==> config.mk <==
export PLATFORM = sky130hd
export DESIGN_NAME = sorted_priority_task_queue_flat
export DESIGN_NICKNAME = d
export VERILOG_FILES = /design/src/rtl/core/spq_pkg.sv /design/src/rtl/core/spq_req_if.sv /design/src/rtl/core/spq_rsp_if.sv /design/src/rtl/core/spq_datapath.sv /design/src/rtl/core/spq_ctrl.sv /design/src/rtl/core/sorted_priority_task_queue.sv /design/src/flat_wrapper.sv
export SDC_FILE = /design/constraint.sdc
export NUM_CORES = 1
export LEC_CHECK = 0
export BUFFER_PORTS_ARGS = -buffer_cell sky130_fd_sc_hd__buf_2
export CAP_MARGIN = 40
export CORE_ASPECT_RATIO = 1.2
export CORE_MARGIN = 2
export CORE_UTILIZATION = 57
export DETAILED_ROUTE_END_ITERATION = 7
export GPL_ROUTABILITY_DRIVEN = 0
export PLACE_DENSITY = 0.73
export SLEW_MARGIN = 20
export SYNTH_ARGS = -nofsm -noshare
export SYNTH_HDL_FRONTEND = slang
export SYNTH_SLANG_ARGS = --single-unit
==> constraint.sdc <==
create_clock -name i_clk -period 4.96 [get_ports i_clk]
set_input_delay 0.248 -clock i_clk [delete_from_list [all_inputs] [get_ports i_clk]]
set_output_delay 0.248 -clock i_clk [all_outputs]
set_load 0.005 [all_outputs]
==> src/rtl/core/spq_pkg.sv <==
package spq_pkg;

    // Queue geometry
    localparam int DEPTH = 16;
    localparam int IDX_W = $clog2(DEPTH);
    localparam int CNT_W = $clog2(DEPTH + 1);

    // Field widths of one entry
    localparam int ID_W   = 15;
    localparam int PRIO_W = 16;
    localparam int ENTRY_W = ID_W + PRIO_W;
    localparam int OCC_W  = 5;

    // Request codes
    localparam logic [1:0] CMD_INSERT = 2'd0;
    localparam logic [1:0] CMD_POP    = 2'd1;
    localparam logic [1:0] CMD_REMOVE = 2'd2;

    // Result status codes
    localparam logic [1:0] ST_OK       = 2'd0;
    localparam logic [1:0] ST_FULL     = 2'd1;
    localparam logic [1:0] ST_EMPTY    = 2'd2;
    localparam logic [1:0] ST_NOTFOUND = 2'd3;

    // Read address select
    typedef enum logic [1:0] {
        RD_PREV = 2'd0,
        RD_CUR  = 2'd1,
        RD_NEXT = 2'd2
    } t_rd_sel;

    // Commands from controller to datapath
    typedef struct packed {
        logic       capture;
        logic       rd_en;
        t_rd_sel    rd_sel;
        logic       wr_rd;
        logic       wr_new;
        logic       idx_inc;
        logic       idx_dec;
        logic       take_hit;
        logic       set_st;
        logic [1:0] st_code;
        logic       fill_dec;
        logic       load_out;
    } t_dp_cmd;

    // Status from datapath to controller
    typedef struct packed {
        logic [1:0] cmd;
        logic       is_full;
        logic       is_empty;
        logic       idx_zero;
        logic       idx_last;
        logic       rd_less;
        logic       rd_match;
        logic       out_free;
    } t_dp_stat;

endpackage

==> src/rtl/core/spq_req_if.sv <==
interface spq_req_if;
    logic                        valid;
    logic                        ready;
    logic [1:0]                  cmd;
    logic [spq_pkg::ID_W-1:0]    task_id;
    logic signed [spq_pkg::PRIO_W-1:0] prio;

    modport source (output valid, output cmd, output task_id, output prio, input ready);
    modport sink   (input valid, input cmd, input task_id, input prio, output ready);
endinterface

==> src/rtl/core/spq_rsp_if.sv <==
interface spq_rsp_if;
    logic                        valid;
    logic                        ready;
    logic [1:0]                  status;
    logic [spq_pkg::ID_W-1:0]    id_out;
    logic signed [spq_pkg::PRIO_W-1:0] prio_out;
    logic [spq_pkg::OCC_W-1:0]   occupancy;

    modport source (output valid, output status, output id_out, output prio_out,
                    output occupancy, input ready);
    modport sink   (input valid, input status, input id_out, input prio_out,
                    input occupancy, output ready);
endinterface

==> src/rtl/core/spq_datapath.sv <==
module spq_datapath (
    input  logic                               i_clk,
    input  logic                               i_rst_n,
    input  spq_pkg::t_dp_cmd                   i_cmd,
    output spq_pkg::t_dp_stat                  o_stat,
    input  logic [1:0]                         i_req_cmd,
    input  logic [spq_pkg::ID_W-1:0]           i_req_id,
    input  logic signed [spq_pkg::PRIO_W-1:0]  i_req_prio,
    output logic                               o_valid,
    input  logic                               i_ready,
    output logic [1:0]                         o_status,
    output logic [spq_pkg::ID_W-1:0]           o_id,
    output logic signed [spq_pkg::PRIO_W-1:0]  o_prio,
    output logic [spq_pkg::OCC_W-1:0]          o_occ
);

    logic [spq_pkg::ENTRY_W-1:0]      r_mem [spq_pkg::DEPTH];
    logic [spq_pkg::ENTRY_W-1:0]      r_rd;
    logic [spq_pkg::CNT_W-1:0]        r_fill;
    logic [spq_pkg::IDX_W-1:0]        r_idx;
    logic [1:0]                       r_cmd;
    logic [spq_pkg::ID_W-1:0]         r_id;
    logic signed [spq_pkg::PRIO_W-1:0] r_prio;
    logic [1:0]                       r_res_st;
    logic [spq_pkg::ID_W-1:0]         r_res_id;
    logic [spq_pkg::PRIO_W-1:0]       r_res_prio;
    logic                             r_ov;
    logic [1:0]                       r_o_st;
    logic [spq_pkg::ID_W-1:0]         r_o_id;
    logic [spq_pkg::PRIO_W-1:0]       r_o_prio;
    logic [spq_pkg::OCC_W-1:0]        r_o_occ;
    logic [spq_pkg::IDX_W-1:0]        rd_addr;
    logic signed [spq_pkg::PRIO_W-1:0] rd_prio;
    logic [spq_pkg::ID_W-1:0]         rd_id;

    assign rd_prio = r_rd[spq_pkg::ENTRY_W-1:spq_pkg::ID_W];
    assign rd_id   = r_rd[spq_pkg::ID_W-1:0];

    // Pick the read address around the working index
    always_comb begin
        case (i_cmd.rd_sel)
            spq_pkg::RD_PREV: rd_addr = r_idx - spq_pkg::IDX_W'(1);
            spq_pkg::RD_NEXT: rd_addr = r_idx + spq_pkg::IDX_W'(1);
            default:          rd_addr = r_idx;
        endcase
    end

    // Entry store: one write port, one registered read port
    always_ff @(posedge i_clk) begin
        if (i_cmd.wr_new) begin
            r_mem[r_idx] <= {r_prio, r_id};
        end else if (i_cmd.wr_rd) begin
            r_mem[r_idx] <= r_rd;
        end
        if (i_cmd.rd_en) begin
            r_rd <= r_mem[rd_addr];
        end
    end

    // Latch the request and the working result
    always_ff @(posedge i_clk) begin
        if (i_cmd.capture) begin
            r_cmd      <= i_req_cmd;
            r_id       <= i_req_id;
            r_prio     <= i_req_prio;
            r_res_st   <= spq_pkg::ST_OK;
            r_res_id   <= '0;
            r_res_prio <= '0;
        end else if (i_cmd.wr_new) begin
            r_res_id   <= r_id;
            r_res_prio <= r_prio;
        end else if (i_cmd.take_hit) begin
            r_res_id   <= rd_id;
            r_res_prio <= rd_prio;
        end else if (i_cmd.set_st) begin
            r_res_st   <= i_cmd.st_code;
        end
    end

    // Advance the working index: insert starts at the tail, search at the head
    always_ff @(posedge i_clk) begin
        if (i_cmd.capture) begin
            r_idx <= (i_req_cmd == spq_pkg::CMD_INSERT) ? spq_pkg::IDX_W'(r_fill) : '0;
        end else if (i_cmd.idx_dec) begin
            r_idx <= r_idx - spq_pkg::IDX_W'(1);
        end else if (i_cmd.idx_inc) begin
            r_idx <= r_idx + spq_pkg::IDX_W'(1);
        end
    end

    // Track the entry count
    always_ff @(posedge i_clk) begin
        if (!i_rst_n) begin
            r_fill <= '0;
        end else if (i_cmd.wr_new) begin
            r_fill <= r_fill + spq_pkg::CNT_W'(1);
        end else if (i_cmd.fill_dec) begin
            r_fill <= r_fill - spq_pkg::CNT_W'(1);
        end
    end

    // Hold the result until the sink takes it
    always_ff @(posedge i_clk) begin
        if (!i_rst_n) begin
            r_ov <= 1'b0;
        end else if (i_cmd.load_out) begin
            r_ov <= 1'b1;
        end else if (i_ready) begin
            r_ov <= 1'b0;
        end
    end

    always_ff @(posedge i_clk) begin
        if (i_cmd.load_out) begin
            r_o_st   <= r_res_st;
            r_o_id   <= r_res_id;
            r_o_prio <= r_res_prio;
            r_o_occ  <= spq_pkg::OCC_W'(r_fill);
        end
    end

    // Report status to the controller
    assign o_stat.cmd      = r_cmd;
    assign o_stat.is_full  = (r_fill == spq_pkg::CNT_W'(spq_pkg::DEPTH));
    assign o_stat.is_empty = (r_fill == '0);
    assign o_stat.idx_zero = (r_idx == '0);
    assign o_stat.idx_last = (spq_pkg::CNT_W'(r_idx) + spq_pkg::CNT_W'(1)) >= r_fill;
    assign o_stat.rd_less  = rd_prio < r_prio;
    assign o_stat.rd_match = (r_cmd == spq_pkg::CMD_POP) || (rd_id == r_id);
    assign o_stat.out_free = !r_ov || i_ready;

    assign o_valid  = r_ov;
    assign o_status = r_o_st;
    assign o_id     = r_o_id;
    assign o_prio   = r_o_prio;
    assign o_occ    = r_o_occ;

endmodule

==> src/rtl/core/spq_ctrl.sv <==
module spq_ctrl (
    input  logic              i_clk,
    input  logic              i_rst_n,
    input  logic              i_in_valid,
    output logic              o_in_ready,
    input  spq_pkg::t_dp_stat i_stat,
    output spq_pkg::t_dp_cmd  o_cmd
);

    typedef enum logic [8:0] {
        S_IDLE     = 9'b000000001,
        S_DISPATCH = 9'b000000010,
        S_INS_RD   = 9'b000000100,
        S_INS_CMP  = 9'b000001000,
        S_INS_PUT  = 9'b000010000,
        S_SRCH_CMP = 9'b000100000,
        S_SHF_RD   = 9'b001000000,
        S_SHF_WR   = 9'b010000000,
        S_FIN      = 9'b100000000
    } t_state;

    t_state r_state;
    t_state n_state;

    assign o_in_ready = (r_state == S_IDLE);

    // Decode state and status into datapath commands
    always_comb begin
        n_state = r_state;
        o_cmd   = '0;
        o_cmd.rd_sel = spq_pkg::RD_CUR;
        unique case (r_state)
            S_IDLE: begin
                if (i_in_valid) begin
                    o_cmd.capture = 1'b1;
                    n_state = S_DISPATCH;
                end
            end
            S_DISPATCH: begin
                unique case (i_stat.cmd) inside
                    spq_pkg::CMD_INSERT: begin
                        if (i_stat.is_full) begin
                            o_cmd.set_st  = 1'b1;
                            o_cmd.st_code = spq_pkg::ST_FULL;
                            n_state = S_FIN;
                        end else begin
                            n_state = S_INS_RD;
                        end
                    end
                    spq_pkg::CMD_POP, spq_pkg::CMD_REMOVE: begin
                        if (i_stat.is_empty) begin
                            o_cmd.set_st  = 1'b1;
                            o_cmd.st_code = spq_pkg::ST_EMPTY;
                            n_state = S_FIN;
                        end else begin
                            o_cmd.rd_en = 1'b1;
                            n_state = S_SRCH_CMP;
                        end
                    end
                    default: n_state = S_FIN;
                endcase
            end
            S_INS_RD: begin
                if (i_stat.idx_zero) begin
                    n_state = S_INS_PUT;
                end else begin
                    o_cmd.rd_en  = 1'b1;
                    o_cmd.rd_sel = spq_pkg::RD_PREV;
                    n_state = S_INS_CMP;
                end
            end
            S_INS_CMP: begin
                // move the lower-priority neighbor one place toward the tail
                if (i_stat.rd_less) begin
                    o_cmd.wr_rd   = 1'b1;
                    o_cmd.idx_dec = 1'b1;
                    n_state = S_INS_RD;
                end else begin
                    n_state = S_INS_PUT;
                end
            end
            S_INS_PUT: begin
                o_cmd.wr_new = 1'b1;
                n_state = S_FIN;
            end
            S_SRCH_CMP: begin
                if (i_stat.rd_match) begin
                    o_cmd.take_hit = 1'b1;
                    n_state = S_SHF_RD;
                end else if (i_stat.idx_last) begin
                    o_cmd.set_st  = 1'b1;
                    o_cmd.st_code = spq_pkg::ST_NOTFOUND;
                    n_state = S_FIN;
                end else begin
                    o_cmd.rd_en   = 1'b1;
                    o_cmd.rd_sel  = spq_pkg::RD_NEXT;
                    o_cmd.idx_inc = 1'b1;
                    n_state = S_SRCH_CMP;
                end
            end
            S_SHF_RD: begin
                // close the gap one entry at a time
                if (i_stat.idx_last) begin
                    o_cmd.fill_dec = 1'b1;
                    n_state = S_FIN;
                end else begin
                    o_cmd.rd_en  = 1'b1;
                    o_cmd.rd_sel = spq_pkg::RD_NEXT;
                    n_state = S_SHF_WR;
                end
            end
            S_SHF_WR: begin
                o_cmd.wr_rd   = 1'b1;
                o_cmd.idx_inc = 1'b1;
                n_state = S_SHF_RD;
            end
            S_FIN: begin
                if (i_stat.out_free) begin
                    o_cmd.load_out = 1'b1;
                    n_state = S_IDLE;
                end
            end
            default: n_state = S_IDLE;
        endcase
    end

    always_ff @(posedge i_clk) begin
        if (!i_rst_n) begin
            r_state <= S_IDLE;
        end else begin
            r_state <= n_state;
        end
    end

endmodule

==> src/rtl/core/sorted_priority_task_queue.sv <==
// Sorted priority queue of up to DEPTH task entries (15-bit id, signed 16-bit
// priority), highest priority at the head, ties in arrival order. One request
// (insert, pop head, remove by id) gives one result with status, id, priority and
// the new count. Requests are handled one at a time through an entry store with
// registered reads. An insert starts at the tail and moves each entry of lower
// priority one place toward the tail, stopping behind an entry of equal or higher
// priority; pop and remove search from the head and move the entries behind the
// match up one place; a remove that finds nothing reports not found after it has
// searched every entry. The next request can be taken in the cycle after the
// result is loaded. A finished result waits in an output register while the next
// request is processed; a request that finishes while the previous result is
// still unread waits until the sink takes it.
module sorted_priority_task_queue (
    input  logic       i_clk,
    input  logic       i_rst_n,
    spq_req_if.sink    i_req,
    spq_rsp_if.source  o_rsp
);

    spq_pkg::t_dp_cmd  dp_cmd;
    spq_pkg::t_dp_stat dp_stat;

    spq_ctrl u_ctrl (
        .i_clk      (i_clk),
        .i_rst_n    (i_rst_n),
        .i_in_valid (i_req.valid),
        .o_in_ready (i_req.ready),
        .i_stat     (dp_stat),
        .o_cmd      (dp_cmd)
    );

    spq_datapath u_dp (
        .i_clk      (i_clk),
        .i_rst_n    (i_rst_n),
        .i_cmd      (dp_cmd),
        .o_stat     (dp_stat),
        .i_req_cmd  (i_req.cmd),
        .i_req_id   (i_req.task_id),
        .i_req_prio (i_req.prio),
        .o_valid    (o_rsp.valid),
        .i_ready    (o_rsp.ready),
        .o_status   (o_rsp.status),
        .o_id       (o_rsp.id_out),
        .o_prio     (o_rsp.prio_out),
        .o_occ      (o_rsp.occupancy)
    );

`ifndef ASSERT_OFF
    // One request at a time: no accept right after an accept
    a_one_at_a_time: assert property (@(posedge i_clk) disable iff (!i_rst_n)
        (i_req.valid && i_req.ready) |=> !i_req.ready)
        else $error("request accepted while another is in progress");

    // Count never exceeds the depth
    a_occ_bound: assert property (@(posedge i_clk) disable iff (!i_rst_n)
        o_rsp.valid |-> (o_rsp.occupancy <= spq_pkg::OCC_W'(spq_pkg::DEPTH)))
        else $error("occupancy above depth");

    // A dropped insert reports a full queue
    a_full_count: assert property (@(posedge i_clk) disable iff (!i_rst_n)
        (o_rsp.valid && (o_rsp.status == spq_pkg::ST_FULL))
            |-> (o_rsp.occupancy == spq_pkg::OCC_W'(spq_pkg::DEPTH)))
        else $error("full status with queue not full");

    // Failed requests carry no entry
    a_fail_zero: assert property (@(posedge i_clk) disable iff (!i_rst_n)
        (o_rsp.valid && (o_rsp.status != spq_pkg::ST_OK))
            |-> ((o_rsp.id_out == '0) && (o_rsp.prio_out == '0)))
        else $error("entry fields set on a failed request");
`endif

endmodule
==> src/flat_wrapper.sv <==
// flat-port wrapper written by rule: the top's interface ports become plain ports
module sorted_priority_task_queue_flat 
  (i_clk, i_rst_n, i_req_valid, i_req_cmd, i_req_task_id, i_req_prio, i_req_ready, o_rsp_valid, o_rsp_status, o_rsp_id_out, o_rsp_prio_out, o_rsp_occupancy, o_rsp_ready);
  spq_req_if i_req_i ();
  spq_rsp_if o_rsp_i ();
  input  logic i_clk;
  input  logic i_rst_n;
  input wire logic [$bits(i_req_i.valid)-1:0] i_req_valid;
  input wire logic [$bits(i_req_i.cmd)-1:0] i_req_cmd;
  input wire logic [$bits(i_req_i.task_id)-1:0] i_req_task_id;
  input wire logic [$bits(i_req_i.prio)-1:0] i_req_prio;
  output wire logic [$bits(i_req_i.ready)-1:0] i_req_ready;
  output wire logic [$bits(o_rsp_i.valid)-1:0] o_rsp_valid;
  output wire logic [$bits(o_rsp_i.status)-1:0] o_rsp_status;
  output wire logic [$bits(o_rsp_i.id_out)-1:0] o_rsp_id_out;
  output wire logic [$bits(o_rsp_i.prio_out)-1:0] o_rsp_prio_out;
  output wire logic [$bits(o_rsp_i.occupancy)-1:0] o_rsp_occupancy;
  input wire logic [$bits(o_rsp_i.ready)-1:0] o_rsp_ready;
  assign i_req_i.valid = i_req_valid;
  assign i_req_i.cmd = i_req_cmd;
  assign i_req_i.task_id = i_req_task_id;
  assign i_req_i.prio = i_req_prio;
  assign i_req_ready = i_req_i.ready;
  assign o_rsp_valid = o_rsp_i.valid;
  assign o_rsp_status = o_rsp_i.status;
  assign o_rsp_id_out = o_rsp_i.id_out;
  assign o_rsp_prio_out = o_rsp_i.prio_out;
  assign o_rsp_occupancy = o_rsp_i.occupancy;
  assign o_rsp_i.ready = o_rsp_ready;
  sorted_priority_task_queue u_core (.i_clk(i_clk), .i_rst_n(i_rst_n), .i_req(i_req_i), .o_rsp(o_rsp_i));
endmodule
==> results.json <==
{
  "worst-endpoint-required_ps": 5280,
  "number_of_setup_violations_in_the_final_report": 0,
  "grt_setup_unrepaired": "false",
  "cts_tree": "yes",
  "ys_ff_latch": 650,
  "grt_use_met1_pct": 35.4,
  "yosys_warnings": 0,
  "h-tree-depth": 3,
  "numPortBuffers": 76,
  "pre_antenna_drt_iters": 6,
  "vias_cell": 6.31,
  "routed_wirelength_mm": 75.3,
  "power.static_leakage_nw": 12.0,
  "first_pass_grt_wire_length_mm": 114,
  "worst_slew_pin_slew_ps": 1170,
  "outcome": "complete, no violations",
  "flow.area_growth_from_synthesis_pct": 12.9,
  "wl_per_cell_um": 23.5,
  "floorplan.die.height_um": 255,
  "core_area_mm2": 0.0516,
  "crit-reg2reg-capture": "u_core.u_dp.r_rd[2]",
  "clk_transition_reported_paths_ps": 60,
  "number_of_global_route_vias_before_repair": 20200,
  "drc": 0,
  "synth_ff_type": "edfxtp_1",
  "crit_path_kind": "register to register",
  "critical_path.startpoint_type": "register",
  "drt_iter0_drc": 2138,
  "hold_path_startpoint": "i_req_valid",
  "number_of_cells_on_the_worst_hold_path": 4,
  "via_count": 20200,
  "io-pin-count": 77,
  "antenna_violating_nets_post_route": 0,
  "critPathMaxFanout": 20,
  "synth.cell_area_mm2": 0.0298,
  "rrSetupSlack_ps": 300,
  "antenna_found_initial": 0,
  "fraction_of_layout_cells_with_a_size_suffix_above_1_pct": 14.8,
  "setup.worst_path.end_class": "register",
  "avgSynthCellArea_um2": 12.5,
  "power.density_cell_area_mw_per_mm2": 366,
  "hpwlAfterDp_mm": 42.8,
  "synth_nets": 2457,
  "netlist.area_leader.share_pct": 60.6,
  "grt.overflow.total": 0,
  "post-route-min-period_ps": 4660,
  "max-vdd-ir-drop_uv": 354,
  "num_antenna_cells": 0,
  "number_of_pins_with_negative_max_slew_slack_in_the_final_report": 0,
  "post_synth_xor_area_fraction_pct": 0.818,
  "cts.repair.resized": 0,
  "grtUsageMet2_pct": 47.0,
  "synth_top_family_by_area": "compound AO/OA/AOI/OAI gates",
  "post_synth_inst_count": 2388,
  "layout.nets": 2523,
  "synth.distinct_cells": 63,
  "synth-seq-area-share_pct": 63.8,
  "globalRoute.busiestLayer": "met2",
  "synth-async-reset-ratio_pct": 0,
  "met3_demand_to_capacity_share_in_global_routing_pct": 4.52,
  "synth_compound_area_share_pct": 10.7,
  "initial_core_util_pct": 57.8,
  "clkLatencyLatePin_ps": 620,
  "synthSimpleGateAreaFrac_pct": 10.4,
  "synth_top_area_cell": "edfxtp_1",
  "fill_cells": 3693,
  "grt_max_degree": 253,
  "clock-skew-final_ps": 25.4,
  "r2r-start": "u_core.u_dp.r_idx[0]",
  "layout_worst_path_cycle_share_pct": 93.9,
  "maxCapViolations": 0,
  "post_synth_main_area_contributors": "edfxtp_1, nand2_1, mux2i_1",
  "hold_violations": 0,
  "max_slew_margin_pct": 22.2,
  "floorplan.rows": 91,
  "die_area_mm2": 0.0542,
  "globalRouteTotalUtil_pct": 28.1,
  "max_clock_buf_depth": 3,
  "maxClockFrequency_ghz": 0.215,
  "cts_made_buffers": 66,
  "clk_root_buffer_cell": "clkbuf_16",
  "crit_arrival_ps": 4970,
  "synth-adder-area-share_pct": 1.37,
  "mux_share_of_post_synthesis_cell_area_pct": 9.85,
  "synth_edf_count": 602,
  "r2r.worst_path.cells": 14,
  "hold_path_end": "u_core.u_ctrl.r_state[0]",
  "final_hold_slack_ps": 62.0,
  "hold_path_class": "primary input to register",
  "finalSetupTns_ps": 0,
  "cts.sinks": 650,
  "die_width_um": 213
}
## cell families after synthesis
kind of cell,after synthesis
adder cells (fa/ha/maj),32
flip-flops,650
XOR/XNOR,27
AND/OR/NAND/NOR,750
multiplexers,282
AO/OA/AOI/OAI,444
buffers and inverters,203
## state kept, by name, indices dropped and copies added, names as in the netlist, 2 cells and up
name and count:
u_core.u_dp.r_rd 31, u_core.u_ctrl.r_state 9, u_core.u_dp.r_prio 16, u_core.u_dp.o_id 15, u_core.u_dp.o_prio 16, u_core.u_dp.o_status 2
u_core.u_dp.o_occ 5, u_core.u_dp.r_mem 496, u_core.u_dp.r_idx 4, u_core.u_dp.r_res_id 15, u_core.u_dp.r_res_prio 16, u_core.u_dp.r_res_st 2
u_core.u_dp.r_cmd 2, u_core.u_dp.r_id 15, u_core.u_dp.r_fill 5
## cell type report
cell class              count  area (µm²)  area share (%)
flip-flops and latches    650       19000            56.5
well taps                 697         872            2.59
repair buffers            173        1400            4.17
clock buffers              85        1820            5.39
inverters                  28         110           0.327
multi-input cells        1535       10100            30.0
clock inverters            37         345            1.03
## how the worst max path moves through the flow
stage,startpoint,to,cells past startpoint
finish,u_core.u_dp.r_idx[0],u_core.u_dp.r_rd[2],14
global route,u_core.u_dp.r_idx[0],u_core.u_dp.r_rd[2],14
CTS,u_core.u_dp.r_idx[0],u_core.u_dp.r_rd[2],14
detailed placement,u_core.u_dp.r_idx[0],u_core.u_dp.r_rd[2],14
global placement,u_core.u_dp.r_idx[0],u_core.u_dp.r_rd[12],14
floorplan,u_core.u_dp.r_idx[0],u_core.u_dp.r_rd[0],11
## where the power goes
group / switching (mW) / leakage, nW / internal [mW]
Combinational: 0.784 / 5.09 / 0.470
Clock: 2.08 / 1.06 / 2.87
Sequential: 0.0472 / 5.83 / 6.07
## cell usage in the layout (no fill, tap or decap), drive strengths merged, types with 6 or more instances in the layout
cell type and instances:
nand3 11, a32oi 32, a21oi 114, ha 31, xor2 7, nand2 513, a311oi 31, mux2 93
buf 137, inv 32, a211oi 128, nor2 142, nand2b 7, mux2i 189, nor3 9, or3 31
xnor2 20, o221ai 33, edfxtp 602, o21ai 13, clkinv 24, a22oi 62, a21o 7, dfxtp 48
clkbuf 86, nand4 6, dlygate4sd3 35
## cells in the mapped netlist, drive strengths merged (6+ instances only)
master / instances
mux2i: 189
a21oi: 114
edfxtp: 602
nand2b: 7
ha: 31
buf: 47
o21ai: 13
o221ai: 33
xnor2: 20
or3: 31
a22oi: 62
nor3: 9
xor2: 7
a211oi: 128
nand2: 513
dfxtp: 48
a32oi: 32
nand4: 6
inv: 28
a311oi: 31
nand3: 11
clkbuf: 128
a21o: 7
nor2: 142
mux2: 93
## layer usage
metal / wire length, µm / share of wire [%] / vias up
met4: 3170 / 4.2 / 0
met1: 29100 / 39 / 9991
met3: 5620 / 7.5 / 191
met5: 0 / 0 / -
met2: 37400 / 50 / 946
li1: - / - / 9086
## worst max-delay path: stages (launching register included)
cell and delay, ps:
edfxtp_1 540, ha_1 360, xor2_1 170, ha_1 310, a21o_1 160, a31oi_1 210, o21ai_1 250, buf_4 230
o31ai_1 230, nand3_1 210, xnor2_4 630, buf_4 450, mux2i_1 290, mux2_2 200, o221ai_1 110
## metrics by stage
stage / utilization (%) / std cells / power [mW] / area, µm² / setup WS [ps]
after detailed placement: 60.4 / 3047 / 7.45 / 31200 / 372
after floorplan: - / 2388 / 7.09 / 29800 / 295
after CTS: 65.3 / 3204 / 12.3 / 33700 / 367
final: 65.3 / 3205 / 12.3 / 33700 / 303
after global routing: 65.3 / 3205 / 12.7 / 33700 / 48.7
after global placement: 60.2 / 3042 / 7.39 / 31000 / 550
## repair_timing
action | CTS | global route
endpoints found under the hold margin | 37 | 0
buffers inserted | 0 | 0
endpoints found under the setup margin | 0 | 0
hold buffers | 35 | 0
No activity file was read; power rests on OpenSTA's default activity.
